### config.mk
export PLATFORM = sky130hd
export DESIGN_NAME = circle_overlap_pair_finder
export DESIGN_NICKNAME = d
export VERILOG_FILES = /design/src/design/cop_pkg.sv /design/src/design/cop_cell.sv /design/src/design/cop_pair_unit.sv /design/src/design/cop_collector.sv /design/src/design/circle_overlap_pair_finder.sv
export SDC_FILE = /design/constraint.sdc
export NUM_CORES = 2
export LEC_CHECK = 0
export ABC_AREA = 1
export BUFFER_PORTS_ARGS = -buffer_cell sky130_fd_sc_hd__buf_2
export CAP_MARGIN = 20
export CORE_AREA = 2 2 408 410
export DETAILED_ROUTE_END_ITERATION = 10
export DIE_AREA = 0 0 410 412
export HOLD_SLACK_MARGIN = 0.15
export PLACE_DENSITY = 0.76
export SYNTH_ARGS = -nofsm -noshare
export SYNTH_HDL_FRONTEND = slang
export SYNTH_SLANG_ARGS = --single-unit
### constraint.sdc
create_clock -name clk -period 7.9 [get_ports clk]
set_clock_uncertainty 0.2 [all_clocks]
set_input_delay 1.185 -clock clk [delete_from_list [all_inputs] [get_ports clk]]
set_output_delay 1.185 -clock clk [all_outputs]
set_load 0.01 [all_outputs]
### src/design/cop_pkg.sv
package cop_pkg;

  localparam int ID_W  = 5;   // slot, first_id, second_id
  localparam int CNT_W = 6;   // entity_count
  localparam int RAD_W = 15;  // radius, unsigned Q15.0, same scale as positions

  localparam logic CMD_LOAD  = 1'b0;
  localparam logic CMD_QUERY = 1'b1;

  typedef enum logic [1:0] {
    S_IDLE,
    S_ROT,
    S_FIN
  } st_t;

  // control of one compare step entering the pair unit
  typedef struct packed {
    logic            vld;
    logic            qual;  // both entries collide and j lies in the walked range
    logic            fin;   // end-of-query marker, no compare
    logic [ID_W-1:0] i;
    logic [ID_W-1:0] j;
  } a_ctl_t;

  // outcome of one compare step leaving the pair unit
  typedef struct packed {
    logic            vld;
    logic            hit;
    logic            fin;
    logic [ID_W-1:0] i;
    logic [ID_W-1:0] j;
  } cmp_res_t;

endpackage

### src/design/cop_cell.sv
module cop_cell #(
  parameter int POS_BITS = 16
) (
  input  logic                             clk,
  input  logic                             rst_n,
  input  logic                             shift,
  input  logic                             load,
  input  logic signed [POS_BITS-1:0]       ld_x,
  input  logic signed [POS_BITS-1:0]       ld_y,
  input  logic        [cop_pkg::RAD_W-1:0] ld_r,
  input  logic                             ld_f,
  input  logic signed [POS_BITS-1:0]       nb_x,
  input  logic signed [POS_BITS-1:0]       nb_y,
  input  logic        [cop_pkg::RAD_W-1:0] nb_r,
  input  logic                             nb_f,
  output logic signed [POS_BITS-1:0]       x,
  output logic signed [POS_BITS-1:0]       y,
  output logic        [cop_pkg::RAD_W-1:0] r,
  output logic                             f
);
  import cop_pkg::*;

  logic signed [POS_BITS-1:0] x_r;
  logic signed [POS_BITS-1:0] y_r;
  logic        [RAD_W-1:0]    r_r;
  logic                       f_r;

  // entry payload, no reset
  always_ff @(posedge clk) begin
    if (load) begin
      x_r <= ld_x;
      y_r <= ld_y;
      r_r <= ld_r;
    end else if (shift) begin
      x_r <= nb_x;
      y_r <= nb_y;
      r_r <= nb_r;
    end
  end

  always_ff @(posedge clk) begin
    if (!rst_n) begin
      f_r <= 1'b0;
    end else if (load) begin
      f_r <= ld_f;
    end else if (shift) begin
      f_r <= nb_f;
    end
  end

  assign x = x_r;
  assign y = y_r;
  assign r = r_r;
  assign f = f_r;

endmodule

### src/design/cop_pair_unit.sv
module cop_pair_unit #(
  parameter int POS_BITS = 16
) (
  input  logic                             clk,
  input  logic                             rst_n,
  input  logic                             adv,
  input  cop_pkg::a_ctl_t                  a_ctl,
  input  logic signed [POS_BITS-1:0]       row_x,
  input  logic signed [POS_BITS-1:0]       row_y,
  input  logic        [cop_pkg::RAD_W-1:0] row_r,
  input  logic signed [POS_BITS-1:0]       col_x,
  input  logic signed [POS_BITS-1:0]       col_y,
  input  logic        [cop_pkg::RAD_W-1:0] col_r,
  output cop_pkg::cmp_res_t                res
);
  import cop_pkg::*;

  localparam int SQ_W = 2 * POS_BITS;
  localparam int RS_W = RAD_W + 1;
  localparam int SW_A = SQ_W + 1;
  localparam int SW_B = 2 * RS_W;
  localparam int SW   = (SW_A > SW_B) ? SW_A : SW_B;

  logic signed [POS_BITS:0]   ddx;
  logic signed [POS_BITS:0]   ddy;
  logic        [POS_BITS-1:0] adx;
  logic        [POS_BITS-1:0] ady;

  a_ctl_t                s1_ctl_r;
  logic [POS_BITS-1:0]   s1_dx_r;
  logic [POS_BITS-1:0]   s1_dy_r;
  logic [RS_W-1:0]       s1_rs_r;

  a_ctl_t                s2_ctl_r;
  logic [SQ_W-1:0]       s2_sx_r;
  logic [SQ_W-1:0]       s2_sy_r;
  logic [SW_B-1:0]       s2_sr_r;

  logic [SW-1:0]         dist_sq;
  logic [SW-1:0]         lim_sq;
  cmp_res_t              res_nxt;
  cmp_res_t              res_r;

  // stage 1: magnitudes of the offsets and the radius sum
  assign ddx = $signed({row_x[POS_BITS-1], row_x}) - $signed({col_x[POS_BITS-1], col_x});
  assign ddy = $signed({row_y[POS_BITS-1], row_y}) - $signed({col_y[POS_BITS-1], col_y});
  assign adx = ddx[POS_BITS] ? POS_BITS'(-ddx) : ddx[POS_BITS-1:0];
  assign ady = ddy[POS_BITS] ? POS_BITS'(-ddy) : ddy[POS_BITS-1:0];

  always_ff @(posedge clk) begin
    if (!rst_n) begin
      s1_ctl_r <= '0;
      s2_ctl_r <= '0;
    end else if (adv) begin
      s1_ctl_r <= a_ctl;
      s2_ctl_r <= s1_ctl_r;
    end
  end

  always_ff @(posedge clk) begin
    if (adv) begin
      s1_dx_r <= adx;
      s1_dy_r <= ady;
      s1_rs_r <= RS_W'(row_r) + RS_W'(col_r);
      // stage 2: squares
      s2_sx_r <= SQ_W'(s1_dx_r) * SQ_W'(s1_dx_r);
      s2_sy_r <= SQ_W'(s1_dy_r) * SQ_W'(s1_dy_r);
      s2_sr_r <= SW_B'(s1_rs_r) * SW_B'(s1_rs_r);
    end
  end

  // stage 3: strict compare of squared distance against squared radius sum
  assign dist_sq = SW'(s2_sx_r) + SW'(s2_sy_r);
  assign lim_sq  = SW'(s2_sr_r);

  always_comb begin
    res_nxt.vld = s2_ctl_r.vld;
    res_nxt.hit = s2_ctl_r.qual && (dist_sq < lim_sq);
    res_nxt.fin = s2_ctl_r.fin;
    res_nxt.i   = s2_ctl_r.i;
    res_nxt.j   = s2_ctl_r.j;
  end

  always_ff @(posedge clk) begin
    if (!rst_n) begin
      res_r <= '0;
    end else if (adv) begin
      res_r <= res_nxt;
    end
  end

  assign res = res_r;

endmodule

### src/design/cop_collector.sv
module cop_collector (
  input  logic                           clk,
  input  logic                           rst_n,
  input  cop_pkg::cmp_res_t              res,
  output logic                           adv,
  output logic                           out_tvalid,
  input  logic                           out_tready,
  output logic                           out_hit,
  output logic [cop_pkg::ID_W-1:0]       out_first,
  output logic [cop_pkg::ID_W-1:0]       out_second,
  output logic                           out_last
);
  import cop_pkg::*;

  logic            pend_v_r;
  logic            pend_v_nxt;
  logic [ID_W-1:0] pend_j_r;
  logic [ID_W-1:0] pend_j_nxt;

  logic            out_v_r;
  logic            out_v_nxt;
  logic            out_hit_r;
  logic            out_hit_nxt;
  logic [ID_W-1:0] out_i_r;
  logic [ID_W-1:0] out_i_nxt;
  logic [ID_W-1:0] out_j_r;
  logic [ID_W-1:0] out_j_nxt;
  logic            out_last_r;
  logic            out_last_nxt;
  logic            push;

  assign adv = !out_v_r || out_tready;

  // one hit is held back until the next hit or the end marker tells if it is the last
  always_comb begin
    pend_v_nxt   = pend_v_r;
    pend_j_nxt   = pend_j_r;
    push         = 1'b0;
    out_hit_nxt  = out_hit_r;
    out_i_nxt    = out_i_r;
    out_j_nxt    = out_j_r;
    out_last_nxt = out_last_r;
    if (adv && res.vld) begin
      if (res.fin) begin
        push         = 1'b1;
        out_hit_nxt  = pend_v_r;
        out_i_nxt    = res.i;
        out_j_nxt    = pend_v_r ? pend_j_r : '0;
        out_last_nxt = 1'b1;
        pend_v_nxt   = 1'b0;
      end else if (res.hit) begin
        push         = pend_v_r;
        out_hit_nxt  = 1'b1;
        out_i_nxt    = res.i;
        out_j_nxt    = pend_j_r;
        out_last_nxt = 1'b0;
        pend_v_nxt   = 1'b1;
        pend_j_nxt   = res.j;
      end
    end
    if (push) begin
      out_v_nxt = 1'b1;
    end else if (out_tready) begin
      out_v_nxt = 1'b0;
    end else begin
      out_v_nxt = out_v_r;
    end
  end

  always_ff @(posedge clk) begin
    if (!rst_n) begin
      pend_v_r <= 1'b0;
      out_v_r  <= 1'b0;
    end else begin
      pend_v_r <= pend_v_nxt;
      out_v_r  <= out_v_nxt;
    end
  end

  always_ff @(posedge clk) begin
    pend_j_r   <= pend_j_nxt;
    out_hit_r  <= out_hit_nxt;
    out_i_r    <= out_i_nxt;
    out_j_r    <= out_j_nxt;
    out_last_r <= out_last_nxt;
  end

  assign out_tvalid = out_v_r;
  assign out_hit    = out_hit_r;
  assign out_first  = out_i_r;
  assign out_second = out_j_r;
  assign out_last   = out_last_r;

endmodule

### src/design/circle_overlap_pair_finder.sv
// channel | dir | tdata fields (low bit up)                           | tuser   | tlast
// in_     | in  | slot, pos_x, pos_y, radius, collides, entity_count   | command | -
// out_    | out | first_id, second_id                                 | hit     | last
//
// a load transfer writes one cell
// a query rotates the entity chain through all MAX_SLOTS cells (one step per cycle while
// the output is not stalled), then issues the end marker before in_tready returns
// a result leaves after the step that closes it: the next hit or the end marker
// a stalled output freezes the chain and the compare pipeline
// reset clears the collide flags; positions and radii hold garbage until loaded
module circle_overlap_pair_finder #(
  parameter int MAX_SLOTS = 32,
  parameter int POS_BITS  = 16
) (
  input  logic                clk,
  input  logic                rst_n,
  input  logic                in_tvalid,
  output logic                in_tready,
  // slot[4:0], pos_x, pos_y, radius[14:0], collides, entity_count[5:0], zero pad
  input  logic [((cop_pkg::ID_W + 2 * POS_BITS + cop_pkg::RAD_W + 1 + cop_pkg::CNT_W + 7)
                 / 8) * 8 - 1:0] in_tdata,
  // command
  input  logic                in_tuser,
  output logic                out_tvalid,
  input  logic                out_tready,
  // first_id[4:0], second_id[9:5], zero pad
  output logic [15:0]         out_tdata,
  // hit
  output logic                out_tuser,
  output logic                out_tlast
);
  import cop_pkg::*;

  // input field offsets inside tdata
  localparam int OFF_X   = ID_W;
  localparam int OFF_Y   = OFF_X + POS_BITS;
  localparam int OFF_R   = OFF_Y + POS_BITS;
  localparam int OFF_C   = OFF_R + RAD_W;
  localparam int OFF_N   = OFF_C + 1;
  localparam int IN_BITS = OFF_N + CNT_W;

  localparam int K_W = (MAX_SLOTS > 1) ? $clog2(MAX_SLOTS) : 1;
  localparam int W   = (K_W > CNT_W) ? K_W : CNT_W;
  localparam logic [K_W-1:0] K_LAST = K_W'(MAX_SLOTS - 1);

  // unpacked input fields
  logic        [ID_W-1:0]     in_slot;
  logic signed [POS_BITS-1:0] in_x;
  logic signed [POS_BITS-1:0] in_y;
  logic        [RAD_W-1:0]    in_r;
  logic                       in_c;
  logic        [CNT_W-1:0]    in_n;

  assign in_slot = in_tdata[ID_W-1:0];
  assign in_x    = $signed(in_tdata[OFF_Y-1:OFF_X]);
  assign in_y    = $signed(in_tdata[OFF_R-1:OFF_Y]);
  assign in_r    = in_tdata[OFF_C-1:OFF_R];
  assign in_c    = in_tdata[OFF_C];
  assign in_n    = in_tdata[IN_BITS-1:OFF_N];

  // entity chain, cell 0 is the head seen by the pair unit
  logic signed [POS_BITS-1:0] cx [MAX_SLOTS];
  logic signed [POS_BITS-1:0] cy [MAX_SLOTS];
  logic        [RAD_W-1:0]    cr [MAX_SLOTS];
  logic                       cf [MAX_SLOTS];
  logic        [MAX_SLOTS-1:0] ld_en;

  logic            load_fire;
  logic [W-1:0]    in_slot_ext;
  logic            shift;
  logic            adv;

  st_t             state_r;
  st_t             state_nxt;
  logic [K_W-1:0]  k_r;
  logic [K_W-1:0]  k_nxt;
  logic [W-1:0]    k_ext;
  logic [ID_W-1:0] q_slot_r;
  logic [CNT_W-1:0] q_cnt_r;
  logic            q_ld;
  logic [W-1:0]    q_slot_ext;
  logic [W-1:0]    q_cnt_ext;

  // queried row, captured as it passes the head
  logic signed [POS_BITS-1:0] row_x_r;
  logic signed [POS_BITS-1:0] row_y_r;
  logic        [RAD_W-1:0]    row_r_r;
  logic                       row_f_r;
  logic                       row_ld;

  a_ctl_t   a_ctl;
  cmp_res_t res;

  logic            o_hit;
  logic [ID_W-1:0] o_first;
  logic [ID_W-1:0] o_second;
  logic            o_last;

  assign load_fire   = in_tvalid && in_tready && (in_tuser == CMD_LOAD);
  assign in_slot_ext = W'(in_slot);
  assign k_ext       = W'(k_r);
  assign q_slot_ext  = W'(q_slot_r);
  assign q_cnt_ext   = W'(q_cnt_r);

  for (genvar c = 0; c < MAX_SLOTS; c++) begin : g_cell
    localparam int NB = (c == MAX_SLOTS - 1) ? 0 : c + 1;
    // a slot beyond the chain matches no cell and is dropped
    assign ld_en[c] = load_fire && (in_slot_ext == W'(c));
    cop_cell #(
      .POS_BITS(POS_BITS)
    ) u_cell (
      .clk  (clk),
      .rst_n(rst_n),
      .shift(shift),
      .load (ld_en[c]),
      .ld_x (in_x),
      .ld_y (in_y),
      .ld_r (in_r),
      .ld_f (in_c),
      .nb_x (cx[NB]),
      .nb_y (cy[NB]),
      .nb_r (cr[NB]),
      .nb_f (cf[NB]),
      .x    (cx[c]),
      .y    (cy[c]),
      .r    (cr[c]),
      .f    (cf[c])
    );
  end

  // sequencer: idle, one full rotation of the chain, then the end marker
  always_comb begin
    state_nxt = state_r;
    k_nxt     = k_r;
    in_tready = 1'b0;
    shift     = 1'b0;
    q_ld      = 1'b0;
    row_ld    = 1'b0;
    a_ctl     = '0;
    unique case (state_r)
      S_IDLE: begin
        in_tready = 1'b1;
        if (in_tvalid && (in_tuser == CMD_QUERY)) begin
          q_ld      = 1'b1;
          k_nxt     = '0;
          state_nxt = S_ROT;
        end
      end
      S_ROT: begin
        if (adv) begin
          // the head holds entry k before this shift
          shift      = 1'b1;
          a_ctl.vld  = 1'b1;
          a_ctl.qual = row_f_r && cf[0] && (k_ext > q_slot_ext) && (k_ext < q_cnt_ext);
          a_ctl.i    = q_slot_r;
          a_ctl.j    = k_ext[ID_W-1:0];
          row_ld     = (k_ext == q_slot_ext);
          if (k_r == K_LAST) begin
            state_nxt = S_FIN;
          end else begin
            k_nxt = k_r + K_W'(1);
          end
        end
      end
      S_FIN: begin
        if (adv) begin
          a_ctl.vld = 1'b1;
          a_ctl.fin = 1'b1;
          a_ctl.i   = q_slot_r;
          state_nxt = S_IDLE;
        end
      end
      default: begin
        state_nxt = S_IDLE;
      end
    endcase
  end

  always_ff @(posedge clk) begin
    if (!rst_n) begin
      state_r <= S_IDLE;
      k_r     <= '0;
      row_f_r <= 1'b0;
    end else begin
      state_r <= state_nxt;
      k_r     <= k_nxt;
      if (q_ld) begin
        row_f_r <= 1'b0;
      end else if (row_ld) begin
        row_f_r <= cf[0];
      end
    end
  end

  always_ff @(posedge clk) begin
    if (q_ld) begin
      q_slot_r <= in_slot;
      q_cnt_r  <= in_n;
    end
    if (row_ld) begin
      row_x_r <= cx[0];
      row_y_r <= cy[0];
      row_r_r <= cr[0];
    end
  end

  cop_pair_unit #(
    .POS_BITS(POS_BITS)
  ) u_pair (
    .clk  (clk),
    .rst_n(rst_n),
    .adv  (adv),
    .a_ctl(a_ctl),
    .row_x(row_x_r),
    .row_y(row_y_r),
    .row_r(row_r_r),
    .col_x(cx[0]),
    .col_y(cy[0]),
    .col_r(cr[0]),
    .res  (res)
  );

  cop_collector u_coll (
    .clk       (clk),
    .rst_n     (rst_n),
    .res       (res),
    .adv       (adv),
    .out_tvalid(out_tvalid),
    .out_tready(out_tready),
    .out_hit   (o_hit),
    .out_first (o_first),
    .out_second(o_second),
    .out_last  (o_last)
  );

  assign out_tdata = {6'b0, o_second, o_first};
  assign out_tuser = o_hit;
  assign out_tlast = o_last;

`ifndef SYNTHESIS
  // a reported pair always names a higher second index
  a_pair_order: assert property (@(posedge clk) disable iff (!rst_n)
    (out_tvalid && out_tuser) |-> (o_second > o_first))
    else $error("pair reported with second_id not above first_id");

  // a result without a pair closes its query
  a_nohit_last: assert property (@(posedge clk) disable iff (!rst_n)
    (out_tvalid && !out_tuser) |-> out_tlast)
    else $error("no-hit result not marked last");

  // every rotation starts with the head at entry zero
  a_rot_start: assert property (@(posedge clk) disable iff (!rst_n)
    (state_r == S_ROT && $past(state_r) == S_IDLE) |-> (k_r == '0))
    else $error("rotation started off entry zero");

  // the chain never moves while a load is taken
  a_no_shift_load: assert property (@(posedge clk) disable iff (!rst_n)
    load_fire |-> !shift)
    else $error("load taken during rotation");
`endif

endmodule

* Yosys cells after proc, flatten, opt, wreduce, memory -nomap -nowiden
Cells that the tools add are included.
Word-level totals: input bits 69, register bits 1804, logic and storage cells 598
Operators by class: multiplexer cells 293, add/sub/neg operators 7, equality and inequality tests 40, magnitude comparators 3, bitwise logic cells 3, $mul 3, reductions and logical operators 85
Operators by type and width (number):
- $mux 16 | 130
- $mux 15 | 64
- $mul 16x16->32 | 3
- $eq 5x5->1 const B | 17
- $mux 1 | 83
- $reduce_bool 2->1 | 35
- $mux 5 | 10
- $eq 5x4->1 const B | 8
- $logic_and 1x1->1 | 40
- $sub 16x16->17 | 2
- $add 32x32->33 | 1
- $lt 33x32->1 | 1
- $neg 16->16 | 2
- $eq 5x3->1 const B | 4
- $add 15x15->16 | 1
- $eq 5x2->1 const B | 2
- $pmux 5 s2 | 1
- $mux 2 | 4
- $reduce_and 4->1 | 2
- $logic_not 6->1 | 1
- $lt 5x6->1 | 1
- $ne 2x2->1 const B | 3
- $pmux 2 s3 | 1
- $add 5x1->5 const B | 1
- other kinds (13) | 17

* Depth between registers and ports, before layout
depth after elaboration 6, depth in mapped cells 27, mapped depth without buffers 27

* By module
A second synthesis with hierarchy kept.
Second synthesis, totals: cell total of the unflattened synthesis 10981, area total of the unflattened synthesis 102485.8 µm²
By module, submodules not included:
- cop_cell | area each 2058.2 µm², cells each 208, instances 32, sequential area each 1431.4 µm²
- cop_pair_unit | area each 32925.3 µm², cells each 4009, instances 1, sequential area each 5014.8 µm²
- circle_overlap_pair_finder | area each 3021.6 µm², cells each 271, instances 1, sequential area each 1901.8 µm²
- cop_collector | area each 675.6 µm², cells each 45, instances 1, sequential area each 550.5 µm²

* Worst setup path after synthesis
No wires, ideal clock.
path type input-to-reg, start input port out_tready, end register u_pair.s1_dx_r[0], enable pin, cell stages on the path 3, slack 1.726 ns, data required time 7.139 ns, setup time 0.561 ns, arrival 5.413 ns, cell sequence nor2_1 clkinv_1 clkbuf_1
On the way: longest elaborated chain between the ends 1
RTL lines:
- start, declared | line circle_overlap_pair_finder.sv:25 | input logic out_tready,
- $logic_or 1x1->1 | line cop_collector.sv:32 | assign adv = !out_v_r || out_tready;
- named net adv | line circle_overlap_pair_finder.sv:71 | logic adv;
- end signal, assigned | line cop_pair_unit.sv:62 | s1_dx_r <= adx;
- end, declared | line cop_pair_unit.sv:30 | logic [POS_BITS-1:0] s1_dx_r;
The timed path passes the listed nets, and every way through them passes these cells. A chain may end at the register's enable or synchronous reset.

* Worst setup path in the final report
start register u_pair.s1_dx_r[2], end register u_pair.s2_sx_r[25] (data pin)
On the way: longest elaborated chain between the ends 1
RTL lines:
- $mul 16x16->32 | line cop_pair_unit.sv:66 | s2_sx_r <= SQ_W'(s1_dx_r) * SQ_W'(s1_dx_r);
- end signal, assigned | line cop_pair_unit.sv:66
- end, declared | line cop_pair_unit.sv:35 | logic [SQ_W-1:0] s2_sx_r;
Every way passes these cells.

==> flow_summary_export.csv <==
group,metric,value,unit
run_status,run_status,"completed",
critical_path,worst_setup_sp_type,"flip-flop",
finish,drive_above_1_share,0.0610,
routing,vias_after_detailed_routing,66400,
timing,shortest_period_the_worst_path_allows,6.63,ns
floorplan,die-area,0.169,mm^2
cts,cts_inserted_buffers,180,
critical_path,crit_slowest_cell,"sky130_fd_sc_hd__edfxtp_1",
finish,area_delta_synth_final,8.31,%
cts,post_cts.repair.setup_buffers,0,
critical_path,worstSetupPathType,"flip-flop to flip-flop",
synth,netlist.area_leader.share,0.527,
synth,synth_flop_cell,"sky130_fd_sc_hd__edfxtp_1",
synth,yosysUniqueCellTypes,57,
synth,synthesis.instances,9447,
synth,number_of_enable_flip_flop_cells_after_synthesis,1720,
timing,fmax,151,MHz
cts,cts.reportedPaths.clkPinSlew,0.06,ns
floorplan,core_area,0.164,mm^2
timing,slew-limit-headroom,0.272,
routing,routed_via_density,5.73,
floorplan,die_h,412,um
cts,cts_tree,"yes",
timing,finalSetupViolCount,0,
floorplan,floorplan.die.width,410,um
critical_path,timing.critical_path.required,8.27,ns
cts,post_cts_hold_buffer_count,0,
cts,cts_root_buf,"sky130_fd_sc_hd__clkbuf_16",
cts,postCtsResizedCells,0,
critical_path,crit_arrival,7.00,ns
run,maxCapViolCount,0,
finish,multi_input_area,0.0384,mm^2
synth,synth-warning-count,0,
cts,clockBufferDepth,3,
placed_design,final_wtd_congestion,0.919,
routing,drt_iter0_markers,6775,
finish,final_cell_count_no_fill,11600,
timing,report.final.slew_viol_count,0,
synth,ys_seq_elements,1801,
synth,synth.cell_area,0.0981,mm^2
routing,finalWirelength,226,mm
cts,htree_levels,4,
cts,insertion_delay,0.83,ns
floorplan,floorplan.rows,149,
timing,rsz0062_at_grt,"no",
floorplan,initial_utilization,0.597,
synth,synth.largest_area_cell,"sky130_fd_sc_hd__edfxtp_1",
finish,seqCellArea,0.0533,mm^2
timing,tightestPinTransition,1.09,ns
timing,timing.final.crit_share,0.840,
finish,num-fill-cells,12400,
synth,synthTopCellsByArea,"sky130_fd_sc_hd__edfxtp_1 53%, sky130_fd_sc_hd__fa_1 10%, sky130_fd_sc_hd__nand2_1 9.1%",
timing,setup_tns,0,ns
critical_path,worst-path-max-fanout,17,
worst_hold_path,timing.hold.worst.class,"flip-flop to flip-flop",
critical_path,setup.worst_path.end_class,"flip-flop",
critical_path,path_common_cell,"sky130_fd_sc_hd__inv_1",
synth,synthesis.area_per_instance,10.4,um^2
routing,antenna_violating_nets_post_route,0,
global_routing,grt_pass1_vias,66900,
routing,routed_wire_length_per_instance,19.5,um
finish,post_layout_net_count,10200,
global_routing,grt_max_degree,98,
global_routing,number_of_antenna_violations_at_the_first_check_in_global_routing,7,
routing,drc,0,
critical_path,critPathBufInv,8,
placed_design,post_dp_cell_area,0.100,mm^2
placed_design,pre_cts_slack,1.26,ns
placed_design,port_buffers,77,
global_routing,grt_use_total,0.272,
placed_design,dp_cells,11200,
timing,worst_slack,1.27,ns
synth,async_flop_share,0,
critical_path,timing.critical_path.max_delay_family,"adder cells",
synth,synth_seq_area_share,0.543,
timing,report.final.hold_viol_count,0,
global_routing,sum_of_overflow_across_all_layers_after_global_routing,0,
global_routing,grt_pass1_wl,362,mm
placed_design,dp.final_hpwl,145,mm
critical_path,path_cells,"nand2_1 > inv_1 > fa_1 > inv_1 > fa_1 > inv_1 > fa_1 > inv_1 > fa_1 > inv_1 > fa_1 > inv_1 > fa_1 > inv_1 > ha_1 > nand2_1 > nor2_1 > inv_1 > o21ai_0 > a31oi_1 > o21ai_0 > a21oi_1 > xnor2_1",
cts,cts_sinks,1801,
floorplan,floorplan.io_pins,89,
routing,first_pass_iteration_count_of_the_detailed_router,7,
finish,layout.cell_area.non_filler,0.106,mm^2
critical_path,critPathMaxStageDelay,0.72,ns
[sequential cells by signal, summed over array words and instances, names as in the netlist, 31 cells and up]
name / flops
g_cell.u_cell.x: 512
u_pair.s2_sy_r: 31
g_cell.u_cell.r: 480
g_cell.u_cell.y: 512
u_pair.s2_sr_r: 31
u_pair.s2_sx_r: 31
g_cell.u_cell.f: 32
[synthesized netlist by cell type (50+ instances only)]
master,instances
sky130_fd_sc_hd__clkbuf_1,484
sky130_fd_sc_hd__xor2_1,134
sky130_fd_sc_hd__nand2_1,2371
sky130_fd_sc_hd__nor2_1,275
sky130_fd_sc_hd__dfxtp_1,81
sky130_fd_sc_hd__edfxtp_1,1720
sky130_fd_sc_hd__buf_2,52
sky130_fd_sc_hd__a21oi_1,208
sky130_fd_sc_hd__ha_1,430
sky130_fd_sc_hd__xnor2_1,67
sky130_fd_sc_hd__inv_1,1143
sky130_fd_sc_hd__nand3_1,82
sky130_fd_sc_hd__fa_1,489
sky130_fd_sc_hd__buf_1,50
sky130_fd_sc_hd__o21ai_0,1612
[worst reg2reg max path, delay by kind of cell (launching register included)]
kind,cells,cell delay (ns)
adders and majority gates,7,3.35
xor gates and xnor gates,1,0.14
DFF,1,0.72
buffers and inverters,8,0.42
and+or+nand+nor,3,0.53
AOI/OAI and AO/OA,4,1.02
[cell type report]
cell class,count,area share
clock buffer,215,0.0441
tap,2189,0.0258
antenna,3,0.0000707
clock inverter,119,0.0115
timing repair buffer,196,0.0147
multi-input combinational,5911,0.362
inverter,1146,0.0406
sequential,1801,0.502
[logic make-up after synthesis]
kind of cell               share of synthesized area
and+or+nand+nor                                0.111
AOI/OAI and AO/OA                              0.105
DFF                                            0.543
buffers and inverters                         0.0676
adders and majority gates                      0.155
xor gates and xnor gates                      0.0186
other                                      0.0000382
[final timing paths]
path	from	endpoint	slack (ns)	cells after the start
hold / removal	u_pair.res[9]	u_coll.out_first[4]	0.23	0
setup / recovery	u_pair.s1_dx_r[2]	u_pair.s2_sx_r[25]	1.27	23
setup reg to reg	u_pair.s1_dx_r[2]	u_pair.s2_sx_r[25]	1.27	23
hold reg to reg	u_pair.res[9]	u_coll.out_first[4]	0.23	0
[placed cells by master (no fill, tap or decap), types with 7 or more instances in the layout]
cell type / synthesis / layout
sky130_fd_sc_hd__clkbuf_1: 484 / 31
sky130_fd_sc_hd__ha_1: 430 / 430
sky130_fd_sc_hd__a21oi_1: 208 / 208
sky130_fd_sc_hd__clkinv_2: 0 / 30
sky130_fd_sc_hd__nand3_1: 82 / 82
sky130_fd_sc_hd__a311oi_1: 31 / 31
sky130_fd_sc_hd__fa_1: 489 / 489
sky130_fd_sc_hd__buf_4: 7 / 98
sky130_fd_sc_hd__a21oi_2: 7 / 7
sky130_fd_sc_hd__o21ai_0: 1612 / 1612
sky130_fd_sc_hd__or2_2: 10 / 10
sky130_fd_sc_hd__nand2_4: 0 / 10
sky130_fd_sc_hd__a31oi_1: 15 / 15
sky130_fd_sc_hd__nor3_1: 22 / 22
sky130_fd_sc_hd__nor2_1: 275 / 272
sky130_fd_sc_hd__nand2_2: 3 / 57
sky130_fd_sc_hd__o21a_1: 9 / 9
sky130_fd_sc_hd__inv_1: 1143 / 1139
sky130_fd_sc_hd__clkinv_1: 1 / 44
sky130_fd_sc_hd__edfxtp_1: 1720 / 1720
sky130_fd_sc_hd__clkbuf_16: 0 / 181
sky130_fd_sc_hd__o21bai_1: 18 / 18
sky130_fd_sc_hd__o21ai_1: 9 / 9
sky130_fd_sc_hd__buf_2: 52 / 77
sky130_fd_sc_hd__xor2_1: 134 / 134
sky130_fd_sc_hd__dfxtp_1: 81 / 81
sky130_fd_sc_hd__clkinvlp_4: 0 / 10
sky130_fd_sc_hd__bufinv_16: 0 / 15
sky130_fd_sc_hd__xnor2_1: 67 / 67
sky130_fd_sc_hd__a21o_1: 23 / 23
sky130_fd_sc_hd__nand4_1: 21 / 21
sky130_fd_sc_hd__nand2_1: 2371 / 2307
sky130_fd_sc_hd__buf_12: 0 / 9
[stage by stage]
step / hold slack [ns] / util
after floorplan: 0.209 / -
after global placement: 0.219 / 0.608
after detailed placement: 0.217 / 0.609
after CTS: 0.233 / 0.645
after global routing: 0.248 / 0.647
final: 0.232 / 0.647
[per-layer routing]
layer	GRT usage	wire (um)	part of all wire
met5	0	13	0.000057
met4	0.0753	5560	0.025
met3	0.0421	19500	0.086
met2	0.459	109000	0.48
met1	0.369	92100	0.41
Power is left out: the tool's default activity adds up to more than one toggle a clock period on the data nets, which glitch-free logic cannot reach.
